==> src/rtl/bfsp_pkg.sv <==
package bfsp_pkg;

  localparam int MAX_NODES   = 32;
  localparam int MAX_EDGES   = 128;
  localparam int WEIGHT_BITS = 24;
  localparam int DIST_W      = 32;
  localparam int NODE_W      = $clog2(MAX_NODES);
  localparam int NC_W        = $clog2(MAX_NODES + 1);
  localparam int EDGE_AW     = $clog2(MAX_EDGES);
  localparam int EDGE_CW     = $clog2(MAX_EDGES + 1);

  typedef enum logic [1:0] {
    REQ_ADD = 2'd0,
    REQ_UPD = 2'd1,
    REQ_RUN = 2'd2,
    REQ_CLR = 2'd3
  } req_t;

  typedef enum logic [2:0] {
    ST_OK     = 3'd0,
    ST_FULL   = 3'd1,
    ST_RANGE  = 3'd2,
    ST_NEGCYC = 3'd3,
    ST_DIST   = 3'd4
  } status_t;

  typedef struct packed {
    logic [NODE_W-1:0]             from_node;
    logic [NODE_W-1:0]             to_node;
    logic signed [WEIGHT_BITS-1:0] weight;
  } edge_t;

  typedef struct packed {
    logic               take;
    logic               edge_clear;
    logic               edge_append;
    logic               upd_wr;
    logic [EDGE_AW-1:0] edge_rd_idx;
    logic               run_init;
    logic               relax_wr;
    logic               emit_sel;
    logic [NODE_W-1:0]  emit_node;
    logic               out_load;
    status_t            out_code;
    logic               out_last;
  } cmd_t;

  typedef struct packed {
    logic               src_ok;
    logic               dst_ok;
    logic               full;
    logic               match;
    logic               relax;
    logic               out_free;
    logic [EDGE_CW-1:0] edge_count;
    logic [NC_W-1:0]    node_count;
  } stat_t;

endpackage

==> src/rtl/bfsp_ctrl.sv <==
module bfsp_ctrl (
  input  logic                 clk,
  input  logic                 rst,
  input  logic                 in_valid,
  output logic                 in_ready,
  input  logic [1:0]           req_type,
  input  bfsp_pkg::stat_t      st,
  output bfsp_pkg::cmd_t       cmd
);

  typedef enum logic [12:0] {
    S_IDLE       = 13'b0000000000001,
    S_UPD_RD     = 13'b0000000000010,
    S_UPD_WR     = 13'b0000000000100,
    S_RUN_INIT   = 13'b0000000001000,
    S_PASS_START = 13'b0000000010000,
    S_E_RD       = 13'b0000000100000,
    S_E_DRD      = 13'b0000001000000,
    S_E_SUM      = 13'b0000010000000,
    S_E_REL      = 13'b0000100000000,
    S_PASS_END   = 13'b0001000000000,
    S_EMIT_RD    = 13'b0010000000000,
    S_EMIT_LD    = 13'b0100000000000,
    S_DONE       = 13'b1000000000000
  } state_t;

  state_t                              state, state_next;
  logic [bfsp_pkg::EDGE_CW-1:0]        idx;
  logic [bfsp_pkg::NC_W-1:0]           rnd;
  logic [bfsp_pkg::NODE_W-1:0]         n;
  logic                                changed;
  logic                                checking;
  bfsp_pkg::status_t                   done_code;
  logic                                idx_end;
  logic                                emit_last;
  logic                                rnd_limit;

  assign idx_end   = (idx == st.edge_count);
  assign emit_last = ((bfsp_pkg::NC_W'(n) + bfsp_pkg::NC_W'(1)) == st.node_count);
  assign rnd_limit = ((rnd + bfsp_pkg::NC_W'(1)) >= st.node_count);

  always_comb begin
    cmd             = '0;
    cmd.edge_rd_idx = idx[bfsp_pkg::EDGE_AW-1:0];
    cmd.emit_node   = n;
    cmd.out_code    = bfsp_pkg::ST_OK;
    cmd.out_last    = 1'b1;
    in_ready        = 1'b0;
    state_next      = state;
    unique case (state)
      S_IDLE: begin
        in_ready = st.out_free;
        if (in_valid && st.out_free) begin
          cmd.take = 1'b1;
          unique case (bfsp_pkg::req_t'(req_type))
            bfsp_pkg::REQ_CLR: begin
              cmd.edge_clear = 1'b1;
              cmd.out_load   = 1'b1;
            end
            bfsp_pkg::REQ_ADD: begin
              cmd.out_load = 1'b1;
              if (!(st.src_ok && st.dst_ok)) begin
                cmd.out_code = bfsp_pkg::ST_RANGE;
              end else if (st.full) begin
                cmd.out_code = bfsp_pkg::ST_FULL;
              end else begin
                cmd.edge_append = 1'b1;
              end
            end
            bfsp_pkg::REQ_UPD: begin
              if (!(st.src_ok && st.dst_ok)) begin
                cmd.out_load = 1'b1;
                cmd.out_code = bfsp_pkg::ST_RANGE;
              end else begin
                state_next = S_UPD_RD;
              end
            end
            bfsp_pkg::REQ_RUN: begin
              if (!st.src_ok) begin
                cmd.out_load = 1'b1;
                cmd.out_code = bfsp_pkg::ST_RANGE;
              end else begin
                state_next = S_RUN_INIT;
              end
            end
            default: state_next = S_IDLE;
          endcase
        end
      end
      S_UPD_RD:     state_next = idx_end ? S_DONE : S_UPD_WR;
      S_UPD_WR: begin
        cmd.upd_wr = st.match;
        state_next = S_UPD_RD;
      end
      S_RUN_INIT: begin
        cmd.run_init = 1'b1;
        state_next   = S_PASS_START;
      end
      S_PASS_START: state_next = S_E_RD;
      S_E_RD:       state_next = idx_end ? S_PASS_END : S_E_DRD;
      S_E_DRD:      state_next = S_E_SUM;
      S_E_SUM:      state_next = S_E_REL;
      S_E_REL: begin
        cmd.relax_wr = st.relax && !checking;
        state_next   = S_E_RD;
      end
      S_PASS_END: begin
        if (checking) begin
          state_next = changed ? S_DONE : S_EMIT_RD;
        end else begin
          state_next = S_PASS_START;
        end
      end
      S_EMIT_RD: begin
        cmd.emit_sel = 1'b1;
        state_next   = S_EMIT_LD;
      end
      S_EMIT_LD: begin
        cmd.emit_sel = 1'b1;
        if (st.out_free) begin
          cmd.out_load = 1'b1;
          cmd.out_code = bfsp_pkg::ST_DIST;
          cmd.out_last = emit_last;
          state_next   = emit_last ? S_IDLE : S_EMIT_RD;
        end
      end
      S_DONE: begin
        if (st.out_free) begin
          cmd.out_load = 1'b1;
          cmd.out_code = done_code;
          state_next   = S_IDLE;
        end
      end
      default: state_next = S_IDLE;
    endcase
  end

  always_ff @(posedge clk) begin
    if (rst) begin
      state     <= S_IDLE;
      idx       <= '0;
      rnd       <= '0;
      n         <= '0;
      changed   <= 1'b0;
      checking  <= 1'b0;
      done_code <= bfsp_pkg::ST_OK;
    end else begin
      state <= state_next;
      unique case (state)
        S_IDLE: begin
          idx       <= '0;
          done_code <= bfsp_pkg::ST_OK;
        end
        S_UPD_WR: idx <= idx + 1'b1;
        S_RUN_INIT: begin
          rnd      <= '0;
          idx      <= '0;
          changed  <= 1'b0;
          checking <= 1'b0;
        end
        S_PASS_START: begin
          if (!checking && rnd_limit) begin
            checking <= 1'b1;
          end
        end
        S_E_REL: begin
          changed <= changed | st.relax;
          idx     <= idx + 1'b1;
        end
        S_PASS_END: begin
          if (checking) begin
            n         <= '0;
            done_code <= bfsp_pkg::ST_NEGCYC;
          end else begin
            rnd     <= rnd + 1'b1;
            idx     <= '0;
            changed <= 1'b0;
            if (!changed) begin
              checking <= 1'b1;
            end
          end
        end
        S_EMIT_LD: begin
          if (st.out_free) begin
            n <= n + 1'b1;
          end
        end
        default: ;
      endcase
    end
  end

endmodule

==> config.mk <==
export PLATFORM = sky130hd
export DESIGN_NAME = bfsp_ctrl
export DESIGN_NICKNAME = d
export VERILOG_FILES = /design/src/rtl/bfsp_pkg.sv /design/src/rtl/bfsp_ctrl.sv
export SDC_FILE = /design/constraint.sdc
export NUM_CORES = 1
export LEC_CHECK = 0
export BUFFER_PORTS_ARGS = -buffer_cell sky130_fd_sc_hd__buf_4
export CAP_MARGIN = 25
export CELL_PAD_IN_SITES_DETAIL_PLACEMENT = 1
export CELL_PAD_IN_SITES_GLOBAL_PLACEMENT = 1
export CORE_MARGIN = 10
export CORE_UTILIZATION = 43
export DETAILED_ROUTE_END_ITERATION = 8
export PLACE_DENSITY_LB_ADDON = 0.2
export SKIP_LAST_GASP = 1
export SLEW_MARGIN = 20
export SYNTH_ARGS = -nofsm -noshare
export SYNTH_HDL_FRONTEND = slang
export SYNTH_SLANG_ARGS = --single-unit
==> constraint.sdc <==
create_clock -name clk -period 3.8 [get_ports clk]
set_input_delay 0.38 -clock clk [delete_from_list [all_inputs] [get_ports clk]]
set_output_delay 0.38 -clock clk [all_outputs]
set_load 0.05 [all_outputs]
## Yosys cells after proc, flatten, opt, wreduce, memory -nomap -nowiden

Cells that the tools add are included.

- Flip-flop bits (word level): 37
- Input bits: 25
- Output and inout port bits: 25
- Logic and storage cells: 113

- Add/sub/neg operators: 4
- $lt $le $gt $ge: 1
- Equal/unequal tests: 27
- Multiplexer cells: 49
- Bitwise logic cells: 1
- Reductions and logical operators: 24

Operator list:

| kind | number |
|---|---|
| one-hot mux 13 bit (12 select lines) | 1 |
| 2-to-1 mux 13 bit | 8 |
| one-hot mux 13 bit (2 select lines) | 1 |
| one-hot mux 8 bit (3 select lines) | 1 |
| 2-to-1 mux 4 bit | 4 |
| 2-to-1 mux 1 bit | 15 |
| 2-to-1 mux 5 bit | 3 |
| equality test 13 x 1 -> 1 bit, second input constant | 1 |
| equality test 13 x 10 -> 1 bit, second input constant | 1 |
| equality test 13 x 11 -> 1 bit, second input constant | 1 |
| equality test 13 x 12 -> 1 bit, second input constant | 1 |
| equality test 13 bit, second input constant | 1 |
| equality test 13 x 2 -> 1 bit, second input constant | 1 |
| equality test 13 x 3 -> 1 bit, second input constant | 1 |
| equality test 13 x 4 -> 1 bit, second input constant | 1 |
| equality test 13 x 5 -> 1 bit, second input constant | 1 |
| equality test 13 x 6 -> 1 bit, second input constant | 1 |
| equality test 13 x 7 -> 1 bit, second input constant | 1 |
| equality test 13 x 8 -> 1 bit, second input constant | 1 |
| equality test 13 x 9 -> 1 bit, second input constant | 1 |
| != test 2 bit, second input constant | 6 |
| one-hot mux 4 bit (3 select lines) | 1 |
| one-hot mux 6 bit (2 select lines) | 1 |
| 2-to-1 mux 11 bit | 1 |
| other kinds (30) | 51 |

## Logic depth before layout (Yosys ltp)

Gate-level depths: netlist (run 1).

- Depth after elaboration: 5
- Gate-level depth with buffers: 9

## Worst setup path after synthesis (run 1)

OpenSTA, ideal clock, no wires.

- Path type: reg2out
- Start point: reg state[7]
- End point: out cmd[1] (netlist bit)
- Arrival: 3817 ps
- Slack: -397 ps
- Cell stages (with the launch flop): 7
- Path through: dfxtp_1 > clkbuf_1 > nor4_1 > nand4_1 > nor2_1 > nand2_1 > o41ai_1

RTL lines:

| item | line | source |
|---|---|---|
| start, declared | bfsp_ctrl.sv:27 | `state_t state, state_next;` |
| start signal, assigned | bfsp_ctrl.sv:148 | `state <= state_next;` |
| end, declared | bfsp_ctrl.sv:8 | `output bfsp_pkg::cmd_t cmd` |

==> impl_metrics.toml, run 1 <==
[worst_setup_path]
cpMostUsedCell = "or4_1"
cp-end-kind = "output port"
crit_path_max_fanout = 6
cp_top_family = "simple AND/OR/NAND/NOR gates"
cpMaxStageDelayCell = "or4_1"
crit_type = "flip-flop to output port"
rr_worst_depth = 6
required_ns = 3.42
max_stage_delay_ns = 0.66
timing.rr.start = "state[11]"
timing.rr.end = "n[2]"
critPathArrivalTime_ns = 2.65
path_cells = "or4_1 > nor3_1 > nand2_1 > or4_1 > o31ai_1 > buf_4"
start_kind = "flip-flop"
path_buf_inv = 1
worst-path-stages = 6
r2r_slack_ns = 1.18

[grt]
grt_pass1_vias = 2520
track_usage_pct = 15.2
gr-total-overflow = 0
top_usage_layer = "met2"
groute.layer.met2.usage_pct = 27.1
met1_usage_pct = 17.7
grt_pass1_wl_um = 12300
grt_util_met3_pct = 3.90
grt_max_degree = 26
antenna_found_initial = 0

[placed_design]
port_buffers = 49
gp_congestion = 0.887
dp_hpwl_um = 5780

[drt]
avgRoutedWirePerCell_um = 16.8
routed_via_density = 5.68
ant_nets = 0
wl_um = 7440
drc_errors = 0
first_pass_iters = 4
drt_iter0_drc = 103
num_vias = 2521

[floorplan]
die_h_um = 96.7
die-area_sq_um = 9360
die_x_um = 96.7
num_rows = 27
start_util_pct = 45.2
core_area_sq_um = 5610
io-pin-count = 50

[logic_synthesis]
yosys_warnings = 0
synth_edf_count = 0
seq_area_frac_synth_pct = 27.7
synth_cells = 333
synthDistinctLibCells = 53
synth-seq-cells = 35
syn_area_per_cell_sq_um = 7.60
synth_flop_cell = "dfxtp_1"
syn_area_sq_um = 2530
syn-num-nets = 372
async_reset_ff_share_pct = 0

[final_layout]
area_delta_synth_final_pct = 18.9
final_cell_mix = "buf_4, nor2_1, dfxtp_1"
drive_gt1_share_pct = 18.5
finalNetCount = 410
final_common_cell = "buf_4"
n_antenna_cell = 0

[timing]
finClkSkew_ns = 0.00664
post-route-min-period_ns = 3.03
rsz0062_at_grt = "false"
whs_ns = 0.407
setup_tns_ns = 0
hold_viol = 0
setup_viol = 0
finalMaxSlewViolations = 0
slew_headroom_pct = 50.1
period_share_pct = 79.7
tightestPinTransition_ns = 0.742
timing.fmax_mhz = 330

[cts]
cts-resized-gates = 0
clk_latency_ns = 0.29
clockBufferDepth = 2
numCtsBuffers = 5
post-cts-setup-buffers = 0
cts_tree = "built"
htree_levels = 2
cts_hold_buffers = 0
cts_root_buf = "clkbuf_8"
clk_pin_slew_worst_paths_ns = 0.08
cts_sinks = 35

[power]
power.density_nw_per_um2 = 382
power_w = 0.00115
cellLeakagePower_nw = 1.27
ir_drop_v = 0.000169

[min_path]
hold_class = "input port to flip-flop"
hold_end = "state[9]"
hp-start = "st[9]"
hold_depth = 4

[run]
cap_violations = 0

[outcome]
status = "complete, no violations"
## per-layer routing
layer / share of wire [%] / vias to the layer above
met5: 0 / -
met4: 0.51 / 0
met3: 4.2 / 5
met2: 51 / 47
met1: 44 / 1225
li1: - / 1244
## worst reg2reg max path: cells and delay by family (launching register included)
family          cells  cell delay [ns]
compound gates      2             0.29
flops               1             0.56
simple gates        4             1.65
## per-stage QoR
| stage | setup WS [ns] | utilization [%] | instances | area, sq um |
|---|---|---|---|---|
| 4_1_cts | 0.751 | 53.7 | 444 | 3010 |
| 3_5_place_dp | 1.14 | 51.7 | 436 | 2900 |
| 3_3_place_gp | 1.17 | 51.7 | 436 | 2900 |
| 2_1_floorplan | 0.0280 | - | 333 | 2540 |
| 5_1_grt | 0.598 | 53.7 | 444 | 3010 |
| 6_report | 0.773 | 53.7 | 444 | 3010 |
## state kept, by name (all words and copies together) (netlist names)
name and cells:
idx 8, checking 1, n 5, changed 1, done_code 1, state 13, rnd 6
## logic make-up (layout without fill, tap and decap cells)
family / count (synthesis) / count (layout) / synth area share (%)
mux: 2 / 2 / 0.840
buf+inv: 35 / 74 / 6.57
compound gates: 60 / 60 / 14.3
simple gates: 160 / 160 / 34.3
xor+xnor: 27 / 27 / 9.34
flops: 35 / 35 / 27.7
fa+ha+maj: 14 / 14 / 6.92
## Yosys cell counts (all sizes together), types with 10 or more instances
master  instances  area, sq um
nand3          24          120
nor3           11         55.1
a21oi          23          115
buf            10         72.6
xor2           13          114
dfxtp          35          701
xnor2          14          123
nor2           38          143
inv            16         60.1
nand2          27          101
ha             14          175
o21ai          14         70.1
## cell type report
| cell class | instances | area, sq um |
|---|---|---|
| clock buffers | 5 | 68.8 |
| clock inverters | 3 | 43.8 |
| fillers | 728 | 2600 |
| inverters | 16 | 60.1 |
| multi-input cells | 263 | 1670 |
| flip-flops and latches | 35 | 701 |
| well taps | 72 | 90.1 |
| repair buffers | 50 | 375 |
## where the power goes
part / internal [W] / switching (W)
Clock: 0.000195 / 0.000147
Sequential: 0.000382 / 0.0000330
Combinational: 0.000146 / 0.000247
Total: 0.000723 / 0.000427
## how the worst max path moves through the flow
stage                  start     end
floorplan           state[7]  cmd[2]
global placement    state[1]  cmd[0]
detailed placement  state[1]  cmd[0]
CTS                 state[4]  cmd[2]
global route        state[4]  cmd[2]
finish              state[4]  cmd[2]
Note: power is estimated with default switching activity, not from simulation.
==> inputs of run 2 (changes only) <==
--- a/config.mk
+++ b/config.mk
@@ -10,7 +10,7 @@
 export CELL_PAD_IN_SITES_DETAIL_PLACEMENT = 1
 export CELL_PAD_IN_SITES_GLOBAL_PLACEMENT = 1
 export CORE_MARGIN = 10
-export CORE_UTILIZATION = 43
+export CORE_UTILIZATION = 40
 export DETAILED_ROUTE_END_ITERATION = 8
 export PLACE_DENSITY_LB_ADDON = 0.2
 export SKIP_LAST_GASP = 1
==> constraint.sdc (replaced) <==
create_clock -name clk -period 3 [get_ports clk]
set_input_delay 0.3 -clock clk [delete_from_list [all_inputs] [get_ports clk]]
set_output_delay 0.3 -clock clk [all_outputs]
set_load 0.05 [all_outputs]
==> impl_metrics.toml, run 2 (synthesis results as in run 1) <==
[final_layout]
instances_no_fill = 453
largestRegisters = "state (13), idx (8), rnd (6)"
drive_gt1_share_pct = 21.2
area_delta_synth_final_pct = 23.4
final_common_cell = "buf_4"
largest_reg_flops = 13
utilization_pct = 51.8
largest_register = "state"
finalNetCount = 416
n_antenna_cell = 0
final_cell_mix = "buf_4, nor2_1, dfxtp_1"

[floorplan]
io-pin-count = 50
num_rows = 28
die_x_um = 99.6
core_area_sq_um = 6030
die-area_sq_um = 9910
die_h_um = 99.6
start_util_pct = 42.0

[cts]
numCtsBuffers = 5
cts_sinks = 35
clk_latency_ns = 0.29
cts_root_buf = "clkbuf_8"
htree_levels = 2
cts_tree = "built"
clk_pin_slew_worst_paths_ns = 0.07
cts_hold_buffers = 0
clockBufferDepth = 2
post-cts-setup-buffers = 0

[drt]
first_pass_iters = 4
drt_iter0_drc = 113
num_vias = 2543
drc_errors = 0
wl_um = 7680
ant_nets = 0
routed_via_density = 5.61
avgRoutedWirePerCell_um = 17.0

[placed_design]
dp.cells = 445
gp_congestion = 0.868
port_buffers = 49
dp_hpwl_um = 6030
pre_cts_slack_ns = 0.267

[grt]
grt_pass1_wl_um = 13100
gr-total-overflow = 0
track_usage_pct = 15.5
grt_max_degree = 26
antenna_found_initial = 0
grt_pass1_vias = 2653

[worst_setup_path]
crit_path_max_fanout = 10
cpMaxStageDelayCell = "or4_4"
path_cells = "or4_4 > or2_2 > nor4bb_2 > and2_1 > nand2b_1 > buf_4"
max_stage_delay_ns = 0.61
start_kind = "flip-flop"
critPathArrivalTime_ns = 2.57
required_ns = 2.70
cp-end-kind = "output port"
crit_type = "flip-flop to output port"

[min_path]
hold_class = "input port to flip-flop"

[timing]
timing.fmax_mhz = 349
post-route-min-period_ns = 2.87
finClkSkew_ns = 0.00809
finalMaxSlewViolations = 0
hold_viol = 0
period_share_pct = 95.6
rsz0062_at_grt = "false"
fin_ws_ns = 0.131
setup_tns_ns = 0
slew_headroom_pct = 51.5
tightestPinTransition_ns = 0.727
setup_viol = 0

[power]
cellLeakagePower_nw = 1.32
ir_drop_v = 0.000189
power.density_nw_per_um2 = 507
power_w = 0.00159

[run]
cap_violations = 0

[outcome]
status = "complete, no violations"
[run 2: worst paths after layout]
check | cells past startpoint | slack, ns | end | startpoint
setup / recovery | 6 | 0.13 | cmd[0] | state[1]
hold / removal | 4 | 0.35 | state[9] | st[7]
setup reg to reg | 7 | 0.49 | n[4] | state[9]
hold reg to reg | 2 | 0.49 | done_code[0] | done_code[0]
[run 2: timing repair]
item / 4_1_cts / 5_1_grt
gates resized for setup: 1 / 2
gates cloned: 0 / 0
endpoints found under the setup margin: 2 / 4
[run 2: worst max-delay path, delay by kind of cell, from the launching register on]
| family | cells | cell delay, ns |
|---|---|---|
| buffers and inverters | 1 | 0.19 |
| DFF | 1 | 0.42 |
| and+or+nand+nor | 5 | 1.67 |
[run 2: layout make-up]
cell class                      instances  area [sq um]
Inverter                               16          60.1
Sequential cell                        35           701
Timing Repair Buffer                   56           420
Clock inverter                          2          60.1
Multi-Input combinational cell        263          1720
Clock buffer                            6          72.6
Tap cell                               75          93.8
Fill cell                             762          2900
[run 2: where the power goes]
group / switching (W) / internal (W)
Clock: 0.000179 / 0.000332
Sequential: 0.0000429 / 0.000484
Combinational: 0.000330 / 0.000216
Total: 0.000553 / 0.00103
[run 2: layer usage]
| layer | routed length, um | GRT usage [%] | up-vias |
|---|---|---|---|
| met3 | 317 | 3.88 | 11 |
| met2 | 3760 | 25.4 | 41 |
| met4 | 95 | 4.52 | 0 |
| met1 | 3510 | 19.5 | 1239 |
| met5 | 0 | 0 | - |
| li1 | - | - | 1252 |
[run 2: stage by stage]
stage | instance area (sq um) | hold WS, ns
floorplan | 2570 | 0.437
finish | 3120 | 0.348
global placement | 2980 | 0.456
CTS | 3110 | 0.345
detailed placement | 2980 | 0.467
global route | 3120 | 0.361
